===== src/hdl/lru_recency_tracker_core_macros.svh =====
// assertion macros used by lru_recency_tracker_core
`ifndef LRU_RECENCY_TRACKER_CORE_MACROS_SVH
`define LRU_RECENCY_TRACKER_CORE_MACROS_SVH

// same-cycle implication, checked on clk, muted in reset
`define LRT_ASSERT_NOW(label, ante, cons, msg) \
    label: assert property (@(posedge clk) disable iff (!rst_n) (ante) |-> (cons)) \
        else $error(msg);

// next-cycle implication, checked on clk, muted in reset
`define LRT_ASSERT_NEXT(label, ante, cons, msg) \
    label: assert property (@(posedge clk) disable iff (!rst_n) (ante) |=> (cons)) \
        else $error(msg);

`endif


===== src/hdl/lrt_pkg.sv =====
`timescale 1ns / 1ps
`default_nettype none

package lrt_pkg;

    localparam int ENTRIES      = 8;
    localparam int KEY_BITS     = 32;
    localparam int SLOT_W       = (ENTRIES > 1) ? $clog2(ENTRIES) : 1;
    localparam int RANK_W       = SLOT_W;
    localparam int COUNT_W      = $clog2(ENTRIES + 1);
    localparam int CAP_W        = 4;
    localparam int CAP_RESET    = 8;
    localparam int LIM_W        = (COUNT_W > CAP_W) ? COUNT_W : CAP_W;
    localparam int FIELD_SLOT_W = 3;
    localparam int KIND_W       = 2;
    localparam int STATUS_W     = 2;
    localparam int TDATA_W      = ((FIELD_SLOT_W + KEY_BITS + 7) / 8) * 8;

    typedef enum logic [KIND_W-1:0] {
        KIND_INSERT = 2'd0,
        KIND_TOUCH  = 2'd1,
        KIND_EVICT  = 2'd2,
        KIND_BAD    = 2'd3
    } lrt_kind_t;

    typedef enum logic [STATUS_W-1:0] {
        ST_OK      = 2'd0,
        ST_FULL    = 2'd1,
        ST_EMPTY   = 2'd2,
        ST_INVALID = 2'd3
    } lrt_status_t;

    typedef enum logic [1:0] {
        OP_NONE   = 2'd0,
        OP_INSERT = 2'd1,
        OP_TOUCH  = 2'd2,
        OP_EVICT  = 2'd3
    } lrt_op_t;

    // broadcast to every cell, independent of the chain results
    typedef struct packed {
        logic [SLOT_W-1:0] touch_slot;
        logic [RANK_W-1:0] victim_rank;
    } lrt_lookup_t;

    // broadcast update, decided from the chain results
    typedef struct packed {
        lrt_op_t             op;
        logic [RANK_W-1:0]   touch_rank;
        logic [KEY_BITS-1:0] key;
    } lrt_update_t;

    // handed from one cell to the next
    typedef struct packed {
        logic                free_seen;
        logic [SLOT_W-1:0]   free_slot;
        logic                sel_valid;
        logic [RANK_W-1:0]   sel_rank;
        logic                vic_found;
        logic [SLOT_W-1:0]   vic_slot;
        logic [KEY_BITS-1:0] vic_key;
    } lrt_link_t;

endpackage

`default_nettype wire


===== src/hdl/lrt_cell.sv =====
`timescale 1ns / 1ps
`default_nettype none

module lrt_cell
    import lrt_pkg::*;
(
    input  wire logic              clk,
    input  wire logic              rst_n,
    input  wire logic [SLOT_W-1:0] idx,
    input  wire lrt_lookup_t       lookup,
    input  wire lrt_update_t       upd,
    input  wire lrt_link_t         link_in,
    output lrt_link_t              link_out
);

    logic                valid_reg, valid_next;
    logic [RANK_W-1:0]   rank_reg, rank_next;
    logic [KEY_BITS-1:0] key_reg, key_next;

    logic claim;
    logic is_sel;
    logic is_vic;

    assign claim  = !valid_reg && !link_in.free_seen;
    assign is_sel = valid_reg && (idx == lookup.touch_slot);
    assign is_vic = valid_reg && (rank_reg == lookup.victim_rank);

    // chain: first free slot, touched slot rank, least recent entry
    always_comb
    begin
        link_out           = link_in;
        link_out.free_seen = link_in.free_seen || !valid_reg;
        if (claim)
        begin
            link_out.free_slot = idx;
        end
        if (is_sel)
        begin
            link_out.sel_valid = 1'b1;
            link_out.sel_rank  = rank_reg;
        end
        if (is_vic)
        begin
            link_out.vic_found = 1'b1;
            link_out.vic_slot  = idx;
            link_out.vic_key   = key_reg;
        end
    end

    always_comb
    begin
        valid_next = valid_reg;
        rank_next  = rank_reg;
        key_next   = key_reg;
        case (upd.op)
            OP_INSERT:
            begin
                if (valid_reg)
                begin
                    rank_next = rank_reg + 1'b1;
                end
                else if (claim)
                begin
                    valid_next = 1'b1;
                    rank_next  = '0;
                    key_next   = upd.key;
                end
            end
            OP_TOUCH:
            begin
                if (is_sel)
                begin
                    rank_next = '0;
                end
                else if (valid_reg && (rank_reg < upd.touch_rank))
                begin
                    rank_next = rank_reg + 1'b1;
                end
            end
            OP_EVICT:
            begin
                if (is_vic)
                begin
                    valid_next = 1'b0;
                    rank_next  = '0;
                end
            end
            default:
            begin
            end
        endcase
    end

    always_ff @(posedge clk or negedge rst_n)
    begin
        if (!rst_n)
        begin
            valid_reg <= 1'b0;
            rank_reg  <= '0;
        end
        else
        begin
            valid_reg <= valid_next;
            rank_reg  <= rank_next;
        end
    end

    always_ff @(posedge clk)
    begin
        key_reg <= key_next;
    end

endmodule

`default_nettype wire


===== src/hdl/lru_recency_tracker_core.sv =====
`timescale 1ns / 1ps
`default_nettype none
// channel   direction  handshake            payload
// s_*       in         s_tvalid / s_tready  tuser: kind; tdata: slot, key
// m_*       out        m_tvalid / m_tready  tuser: status; tdata: slot_out, evicted_key
// cfg_*     in         cfg_valid/cfg_ready  cfg_data: capacity
//
// one item a cycle unless the output stalls: the request is resolved in the cycle it is
// accepted and its result lands in the output register on the same edge
// the cell chain settles free slot, touched rank and victim in that one cycle
// s_tready is low only while a result waits and m_tready is low
// cfg_ready is always high; capacity resets to 8
// reset clears valid bits, ranks, count and the output valid flag; keys and the
// output data are not cleared

`include "lru_recency_tracker_core_macros.svh"

module lru_recency_tracker_core
    import lrt_pkg::*;
(
    input  wire logic               clk,
    input  wire logic               rst_n,
    input  wire logic               s_tvalid,
    output logic                    s_tready,
    input  wire logic [TDATA_W-1:0] s_tdata,   // slot [2:0], key, zero pad
    input  wire logic [KIND_W-1:0]  s_tuser,   // kind
    output logic                    m_tvalid,
    input  wire logic               m_tready,
    output logic [TDATA_W-1:0]      m_tdata,   // slot_out [2:0], evicted_key, zero pad
    output logic [STATUS_W-1:0]     m_tuser,   // status
    input  wire logic               cfg_valid,
    output logic                    cfg_ready,
    input  wire logic [CAP_W-1:0]   cfg_data   // capacity
);

    // input fields
    lrt_kind_t               in_kind;
    logic [FIELD_SLOT_W-1:0] in_slot;
    logic [KEY_BITS-1:0]     in_key;

    assign in_kind = lrt_kind_t'(s_tuser);
    assign in_slot = s_tdata[FIELD_SLOT_W-1:0];
    assign in_key  = s_tdata[FIELD_SLOT_W +: KEY_BITS];

    // control state
    logic [CAP_W-1:0]   cap_reg;
    logic [COUNT_W-1:0] count_reg, count_next;

    // output register
    logic                    out_valid_reg, out_valid_next;
    lrt_status_t             status_reg, status_next;
    logic [FIELD_SLOT_W-1:0] slot_reg, slot_next;
    logic [KEY_BITS-1:0]     key_reg, key_next;

    logic accept;

    assign s_tready  = !out_valid_reg || m_tready;
    assign accept    = s_tvalid && s_tready;
    assign cfg_ready = 1'b1;

    // cell chain
    lrt_link_t   links [0:ENTRIES];
    lrt_lookup_t lookup;
    lrt_update_t upd;

    assign links[0]           = '0;
    assign lookup.touch_slot  = SLOT_W'(in_slot);
    assign lookup.victim_rank = RANK_W'(count_reg - 1'b1);

    for (genvar i = 0; i < ENTRIES; i++)
    begin : g_cell
        lrt_cell u_cell (
            .clk      (clk),
            .rst_n    (rst_n),
            .idx      (SLOT_W'(i)),
            .lookup   (lookup),
            .upd      (upd),
            .link_in  (links[i]),
            .link_out (links[i+1])
        );
    end

    // capacity above the number of slots behaves as the number of slots
    logic [LIM_W-1:0] cap_limit;
    logic             slot_in_range;
    logic             ins_ok;
    logic             touch_ok;
    logic             evict_ok;

    assign cap_limit     = (LIM_W'(cap_reg) > LIM_W'(ENTRIES)) ? LIM_W'(ENTRIES)
                                                               : LIM_W'(cap_reg);
    assign slot_in_range = (int'(in_slot) < ENTRIES);
    assign ins_ok        = (LIM_W'(count_reg) < cap_limit) && links[ENTRIES].free_seen;
    assign touch_ok      = slot_in_range && links[ENTRIES].sel_valid;
    assign evict_ok      = (count_reg != '0) && links[ENTRIES].vic_found;

    // request decode
    always_comb
    begin
        upd.op         = OP_NONE;
        upd.touch_rank = links[ENTRIES].sel_rank;
        upd.key        = in_key;
        count_next     = count_reg;
        status_next    = ST_OK;
        slot_next      = '0;
        key_next       = '0;
        unique case (in_kind)
            KIND_INSERT:
            begin
                if (ins_ok)
                begin
                    upd.op     = OP_INSERT;
                    count_next = count_reg + 1'b1;
                    slot_next  = FIELD_SLOT_W'(links[ENTRIES].free_slot);
                end
                else
                begin
                    status_next = ST_FULL;
                end
            end
            KIND_TOUCH:
            begin
                if (touch_ok)
                begin
                    upd.op = OP_TOUCH;
                end
                else
                begin
                    status_next = ST_INVALID;
                end
            end
            KIND_EVICT:
            begin
                if (evict_ok)
                begin
                    upd.op     = OP_EVICT;
                    count_next = count_reg - 1'b1;
                    slot_next  = FIELD_SLOT_W'(links[ENTRIES].vic_slot);
                    key_next   = links[ENTRIES].vic_key;
                end
                else
                begin
                    status_next = ST_EMPTY;
                end
            end
            default:
            begin
                status_next = ST_INVALID;
            end
        endcase
        // nothing moves unless an item is taken this cycle
        if (!accept)
        begin
            upd.op     = OP_NONE;
            count_next = count_reg;
        end
    end

    // output register: loads on accept, empties when taken
    always_comb
    begin
        out_valid_next = out_valid_reg;
        if (accept)
        begin
            out_valid_next = 1'b1;
        end
        else if (m_tready)
        begin
            out_valid_next = 1'b0;
        end
    end

    always_ff @(posedge clk or negedge rst_n)
    begin
        if (!rst_n)
        begin
            cap_reg       <= CAP_W'(CAP_RESET);
            count_reg     <= '0;
            out_valid_reg <= 1'b0;
        end
        else
        begin
            if (cfg_valid && cfg_ready)
            begin
                cap_reg <= cfg_data;
            end
            count_reg     <= count_next;
            out_valid_reg <= out_valid_next;
        end
    end

    always_ff @(posedge clk)
    begin
        if (accept)
        begin
            status_reg <= status_next;
            slot_reg   <= slot_next;
            key_reg    <= key_next;
        end
    end

    assign m_tvalid = out_valid_reg;
    assign m_tuser  = status_reg;
    assign m_tdata  = TDATA_W'({key_reg, slot_reg});

    // checks
    `LRT_ASSERT_NOW(a_count_bound, 1'b1, int'(count_reg) <= ENTRIES,
        "entry count above slot count")
    `LRT_ASSERT_NOW(a_full_matches_count, !links[ENTRIES].free_seen,
        int'(count_reg) == ENTRIES, "no free slot while count below slot count")
    `LRT_ASSERT_NEXT(a_insert_counts, accept && (in_kind == KIND_INSERT) && ins_ok,
        count_reg == COUNT_W'($past(count_reg) + 1'b1), "insert did not raise count")
    `LRT_ASSERT_NEXT(a_evict_counts, accept && (in_kind == KIND_EVICT) && evict_ok,
        count_reg == COUNT_W'($past(count_reg) - 1'b1), "evict did not lower count")

endmodule

`default_nettype wire


===== config.mk =====
export PLATFORM = sky130hd
export DESIGN_NAME = lru_recency_tracker_core
export DESIGN_NICKNAME = d
export VERILOG_FILES = /design/src/hdl/lrt_pkg.sv /design/src/hdl/lrt_cell.sv /design/src/hdl/lru_recency_tracker_core.sv
export VERILOG_INCLUDE_DIRS = /design/src /design/src/hdl
export SDC_FILE = /design/constraint.sdc
export NUM_CORES = 1
export LEC_CHECK = 0
export BUFFER_PORTS_ARGS = -buffer_cell sky130_fd_sc_hd__buf_4
export CELL_PAD_IN_SITES_DETAIL_PLACEMENT = 1
export CELL_PAD_IN_SITES_GLOBAL_PLACEMENT = 1
export CORE_ASPECT_RATIO = 0.5
export CORE_MARGIN = 8
export CORE_UTILIZATION = 50
export CTS_BUF_LIST = sky130_fd_sc_hd__clkbuf_8
export DETAILED_ROUTE_END_ITERATION = 10
export PLACE_DENSITY_LB_ADDON = 0.1
export SYNTH_ARGS = -nofsm -noshare
export SYNTH_HDL_FRONTEND = slang
export SYNTH_SLANG_ARGS = --single-unit

===== constraint.sdc =====
create_clock -name clk -period 9.41 [get_ports clk]
set_input_delay 0.4705 -clock clk [delete_from_list [all_inputs] [get_ports clk]]
set_output_delay 0.4705 -clock clk [all_outputs]
set_load 0.005 [all_outputs]

Word-level counts from Yosys, hierarchy flattened
Index checks and enable logic that the tools add are counted.
Storage, ports and cells
  bits in read-only memories: 0
  word-level logic and storage cells: 311
  bits in latches: 0
  bits of input ports: 51
  memories kept: 0
  bits in writable memories: 0
  bits in registers: 334
Cells by class
  magnitude comparators: 10
  equality and inequality tests: 45
  bitwise operators: 8
  reduce and logical (&&, ||, !) cells: 90
  $mul: 0
  shifts and indexed selects: 0
  add/sub/neg operators: 10
  muxes and demuxes: 118
  divide/modulo/power cells: 0
Operators by type and width (number)
  2-to-1 mux 36 bit: 8
  2-to-1 mux 3 bit: 45
  one-hot mux 3 bit (3 select lines): 8
  inequality test 3 x 1 -> 1 bit, second input constant: 15
  2-to-1 mux 4 bit: 11
  logical AND 1 bit: 34
  AND reduction 4 bit: 8
  2-to-1 mux 1 bit: 27
  adder 3 x 1 -> 3 bit, second input constant: 8
  equality test 3 bit: 8
  < comparator 3 bit: 8
  AND reduction 3 bit: 8
  AND reduction 2 bit: 10
  inequality test 2 x 1 -> 1 bit, second input constant: 8
  one-hot mux 1 bit (2 select lines): 8
  zero test 1 bit: 15
  2-to-1 mux 2 bit: 7
  equality test 3 bit, first input constant: 4
  one-hot mux 2 bit (3 select lines): 2
  logical OR 1 bit: 8
  inverter 1 bit: 8
  one-hot mux 4 bit (2 select lines): 1
  equality test 2 bit, second input constant: 3
  equality test 2 x 3 -> 1 bit, first input constant: 2
  other kinds (13): 17

Depth between registers and ports, before layout
  word-level depth: 18
  depth in mapped cells: 15
  mapped depth without buffers: 12

Cells and area by module
A second synthesis with hierarchy kept.
Unflattened totals
  cells, all modules: 1132
  area, all modules: 16881.2 um^2
Modules (own cells, without submodules)
  lrt_cell: area an instance 1859.3 um^2, times used 8, cells an instance 123, seq. area each 1061.0 um^2
  lru_recency_tracker_core: area an instance 2006.9 um^2, times used 1, cells an instance 148, seq. area each 1337.5 um^2

Worst setup path after synthesis
Ideal clock, no wire load.
  kind: input-to-reg
  from: in m_tready
  to: reg g_cell[4].u_cell.key_reg[0], enable pin
  arrival: 5.572 ns
  data required time: 8.909 ns
  path buffers: 2
  path slack: 3.337 ns
  library setup time: 0.501 ns
  cell stages on the path: 7
  cells stage by stage: nand2b_1 > nand2_1 > inv_1 > nand4_1 > buf_2 > buf_1 > nor4_1
On the way
  cells in the longest elaborated chain, start to end: 5
Ends and longest elaborated chain
  start, declared: RTL line lru_recency_tracker_core.sv:28  | input wire logic m_tready,
  logical OR 1 bit: RTL line lru_recency_tracker_core.sv:57  | assign s_tready = !out_valid_reg || m_tready;
  logical AND 1 bit: RTL line lru_recency_tracker_core.sv:58  | assign accept = s_tvalid && s_tready;
  via accept: RTL line lru_recency_tracker_core.sv:55  | logic accept;
  2-to-1 mux 2 bit: RTL line lru_recency_tracker_core.sv:152  | if (!accept)
  equality test 2 x 1 -> 1 bit: RTL line lrt_cell.sv:55  | case (upd.op)
  AND reduction 3 bit (no source line)
  end signal, assigned: RTL line lrt_cell.sv:110  | key_reg <= key_next;
  end, declared: RTL line lrt_cell.sv:18  | logic [KEY_BITS-1:0] key_reg, key_next;
The timed path passes the listed nets, and every way through them passes these cells.
A chain may end at the register's enable or synchronous reset.

Worst setup path in the final report
  from: reg count_reg[0]
  to: reg g_cell[7].u_cell.rank_reg[0]
On the way
  cells in the longest elaborated chain, start to end: 18
  elaborated cells on any way between the ends: 42
  those cells by class: 1 x add/sub; 1 x order compare; 14 x eq/ne; 13 x mux; 13 x reduce/logical
Ends and longest elaborated chain
  start, declared: RTL line lru_recency_tracker_core.sv:47  | logic [COUNT_W-1:0] count_reg, count_next;
  start signal, assigned: RTL line lru_recency_tracker_core.sv:187  | count_reg <= count_next;
  subtractor 4 x 1 -> 4 bit
  equality test 3 bit: RTL line lrt_cell.sv:26  | assign is_vic = valid_reg && (rank_reg == lookup.victim_rank);
  logical AND 1 bit: RTL line lrt_cell.sv:26
  2-to-1 mux 36 bit (8 in a row): RTL line lrt_cell.sv:42  | if (is_vic)
  logical AND 1 bit: RTL line lru_recency_tracker_core.sv:95  | assign evict_ok = (count_reg != '0) && links[ENTRIES].vic_found;
  2-to-1 mux 2 bit: RTL line lru_recency_tracker_core.sv:134  | if (evict_ok)
  one-hot mux 2 bit (3 select lines): RTL line lru_recency_tracker_core.sv:107  | unique case (in_kind)
  2-to-1 mux 2 bit: RTL line lru_recency_tracker_core.sv:152
  equality test 2 bit / equality test 2 x 1 -> 1 bit (equally long branches): RTL line lrt_cell.sv:55
  inequality test 3 x 1 -> 1 bit (no source line) (tied with other cells)
  AND reduction 4 bit (no source line)
  end signal, assigned: RTL line lrt_cell.sv:104  | rank_reg <= rank_next;
  end, declared: RTL line lrt_cell.sv:17  | logic [RANK_W-1:0] rank_reg, rank_next;
Several ways; a longest one is shown, not always the timed one.

==> results_dict.tcl <==
set metrics [dict create \
    vias 9931 \
    switchingPower_w 0.00180 \
    die_w_um 259 \
    r2r_slack_ps 3840 \
    cp_common_cell "buf_4" \
    gp_congestion 0.834 \
    start_util 0.508 \
    hold_buffers 1 \
    synth_edf_count 293 \
    synth_cells 1086 \
    cts_made_buffers 46 \
    nFillCells 2832 \
    synthXorXnorAreaFrac 0.0248 \
    r2r-end "g_cell[7].u_cell.rank_reg[0]$_DFFE_PN0P_" \
    worstSkewPairLatency_ps 590 \
    yosysSeqAreaShare 0.667 \
    intPower_w 0.00294 \
    post-route-period-util 0.592 \
    drtIter0Drc 745 \
    wl_um 40100 \
    start_kind "flop" \
    grt-ovfl-total 0 \
    grt_pass1_wl_um 62000 \
    clk_pin_slew_worst_paths_ps 70 \
    hp-start "s_tvalid" \
    fmax_mhz 179 \
    drive_gt1_frac 0.164 \
    critPathCaptureType "flop" \
    synthMuxAreaShare 0.0108 \
    synth_compound_area_frac 0.157 \
    hold_depth 2 \
    hold_violations 0 \
    synthToLayoutAreaGrowth_pct 12.2 \
    grt_max_degree 71 \
    finalCriticalPeriod_ps 5570 \
    dr.pass1.iters 5 \
    die-area_mm2 0.0355 \
    syn_area_mm2 0.0147 \
    place_inst 1501 \
    grt_pass1_vias 10700 \
    cp.arrival_ps 6040 \
    fp.coreArea_mm2 0.0290 \
    rsz0062_at_grt "no" \
    finalSetupViolCount 0 \
    postSynthAreaPerCell_um2 13.6 \
    antenna_found_initial 0 \
    synthAdderAreaFrac 0.0246 \
    drc 0 \
    cp.buffers_inverters 3 \
    routed_via_density 6.30 \
    ioPinCount 96 \
    wl_per_cell_um 25.4 \
    largest_reg_flops 256 \
    fin_skew_ps 24.2 \
    multi_input_area_mm2 0.00453 \
    max_stage_delay_ps 690 \
    crit_chain "inv_1, ha_1, xnor3_1, and4_2, buf_4, nor4_4, a21o_2, buf_4, a21o_1, o22a_1, o21bai_1, mux2_2" \
    ir_drop_mv 0.170 \
    p_leak_nw 5.65 \
    worst_path_dominant_cell_family "compound AO/OA/AOI/OAI gates" \
    diodes 0 \
    hold_class "in -> reg" \
    post_cts_buffers 0 \
    cts.sinks 334 \
    drv_cap 0 \
    p_comb_frac 0.380 \
    fin_tns_setup_ps 0 \
    port_buffers 84 \
    yosys_warnings 0 \
    hpwl_um 23000 \
    fin_nets 1239 \
    htree_levels 2 \
    worstPathRequired_ps 9870 \
    power.share.switching 0.379 \
    power_frac_seq 0.396 \
    tightest_slew_ps 1240 \
    seqCellArea_mm2 0.00983 \
    post_synth_and_or_nand_nor_area_fraction 0.0836 \
    r2r_cells 12 \
    die_height_um 137 \
    p_per_area_mw_per_mm2 287 \
    hold_end "m_tvalid$_DFFE_PN0P_" \
    cts_tree "done" \
    synth-async-reset-ratio 0.123 \
    ys.flop_type "edfxtp_1" \
    yosys.cell_types.count 72 \
    drtAntennaViolNets 0 \
    drv_slew 0 \
    synth_top_family_by_area "compound AO/OA/AOI/OAI gates" \
    root_buffer "clkbuf_8" \
    clock_path_buffers 3 \
    synth_seq_cells 334 \
    p_clk_frac 0.224 \
    cpMaxStageDelayCell "ha_1" \
    grtUsageTotal 0.224 \
    cp_max_fo 69 \
    relSlewSlack 0.161 \
    final_cell_count_no_fill 1576 \
    critical_path_class "reg -> reg" \
    cts_resized 0 \
    worstReg2RegStart "count_reg[0]$_DFFE_PN0P_" \
    row_count 44 \
    status "finished clean" \
]
-- logic make-up (layout without fill, tap and decap cells) --
kind of cell | count (synthesis) | in the layout
AO/OA/AOI/OAI | 361 | 361
XOR/XNOR | 29 | 29
adder cells (fa/ha/maj) | 29 | 29
buffers and inverters | 103 | 198
flip-flops | 334 | 334
multiplexers | 15 | 15
other | 2 | 6
AND/OR/NAND/NOR | 213 | 213
-- layout make-up --
type                       instances  share of cell area
inverter                          23             0.00522
clock inverter                    24             0.00886
clock buffer                      50              0.0416
multi-input combinational        653               0.274
timing repair buffer             101              0.0460
sequential                       334               0.595
tap                              391              0.0296
-- placed cells by master (no fill, tap or decap), types with 6 or more instances in the layout --
cell type	n
edfxtp_1	293
buf_4	100
a21oi_1	92
o21ai_0	85
nand2_1	67
clkbuf_8	50
o22ai_1	40
dfrtp_1	40
o211ai_1	37
inv_1	33
nor3b_1	33
a32oi_1	32
ha_1	29
nor2_1	26
xor2_1	16
nand2b_1	12
nand3_1	10
a211oi_1	10
mux2i_1	8
mux2_2	7
xnor3_1	7
o31ai_1	7
nand3b_1	6
nand4_1	6
a31oi_1	6
conb_1	6
clkinv_1	6
-- per-layer routing --
layer  wire (µm)  up-vias  GRT usage  part of all wire
li1            -     4404          -                 -
met1       17600     5179      0.293              0.44
met2       19600      272      0.385              0.49
met3        2030       76     0.0386             0.051
met4         862        0     0.0631             0.021
met5           0        -          0                 0
-- metrics by stage --
step / hold slack, ps / instance area, µm² / total power, W / util / worst slack [ps]
2_1_floorplan: 175 / 14700 / 0.00313 / - / 3340
3_3_place_gp: 493 / 15700 / 0.00360 / 0.541 / 3980
3_5_place_dp: 489 / 15700 / 0.00369 / 0.541 / 3870
4_1_cts: 48.9 / 16500 / 0.00478 / 0.571 / 3830
5_1_grt: 69.0 / 16500 / 0.00502 / 0.571 / 3570
6_report: 85.9 / 16500 / 0.00474 / 0.571 / 3840
-- synthesized netlist by cell type (7+ instances only) --
cell      instances  area (µm²)
buf_4             7        52.6
a32oi_1          32         280
nor3_1            8        40.0
o211ai_1         37         278
a211oi_1         10        75.1
dfrtp_1          40        1000
nor2_1           28         105
o31ai_1           7        52.6
inv_1            23        86.3
edfxtp_1        293        8800
buf_2             9        45.0
clkbuf_1         53         199
nor3b_1          33         248
o22ai_1          40         250
buf_1             7        26.3
mux2_2            7        78.8
nand2b_1         12        75.1
o21ai_0          85         425
xnor3_1           7         158
mux2i_1           8        80.1
a21oi_1          92         460
ha_1             29         363
nand3_1          10        50.1
nand2_1          69         259
xor2_1           16         140
-- worst max path at each step --
stage | endpoint | cells after the start | from | slack (ps)
after floorplan | g_cell[4].u_cell.key_reg[0]$_DFFE_PP_ | 7 | m_tready | 3340
after global placement | g_cell[7].u_cell.rank_reg[0]$_DFFE_PN0P_ | 12 | count_reg[0]$_DFFE_PN0P_ | 3980
after detailed placement | g_cell[7].u_cell.rank_reg[1]$_DFFE_PN0P_ | 12 | count_reg[0]$_DFFE_PN0P_ | 3870
after CTS | g_cell[7].u_cell.rank_reg[0]$_DFFE_PN0P_ | 12 | count_reg[0]$_DFFE_PN0P_ | 3830
after global routing | g_cell[7].u_cell.rank_reg[0]$_DFFE_PN0P_ | 12 | count_reg[0]$_DFFE_PN0P_ | 3570
final | g_cell[7].u_cell.rank_reg[0]$_DFFE_PN0P_ | 12 | count_reg[0]$_DFFE_PN0P_ | 3840
-- power by group through the flow --
| stage | Clock (W) | Sequential, W | Combinational (W) |
|---|---|---|---|
| 2_1_floorplan | 0 | 0.00182 | 0.00131 |
| 3_3_place_gp | 0 | 0.00190 | 0.00171 |
| 3_5_place_dp | 0 | 0.00190 | 0.00179 |
| 4_1_cts | 0.00109 | 0.00187 | 0.00181 |
| 5_1_grt | 0.00114 | 0.00189 | 0.00198 |
| 6_report | 0.00106 | 0.00188 | 0.00180 |
Note: power is estimated with default switching activity, not from simulation.
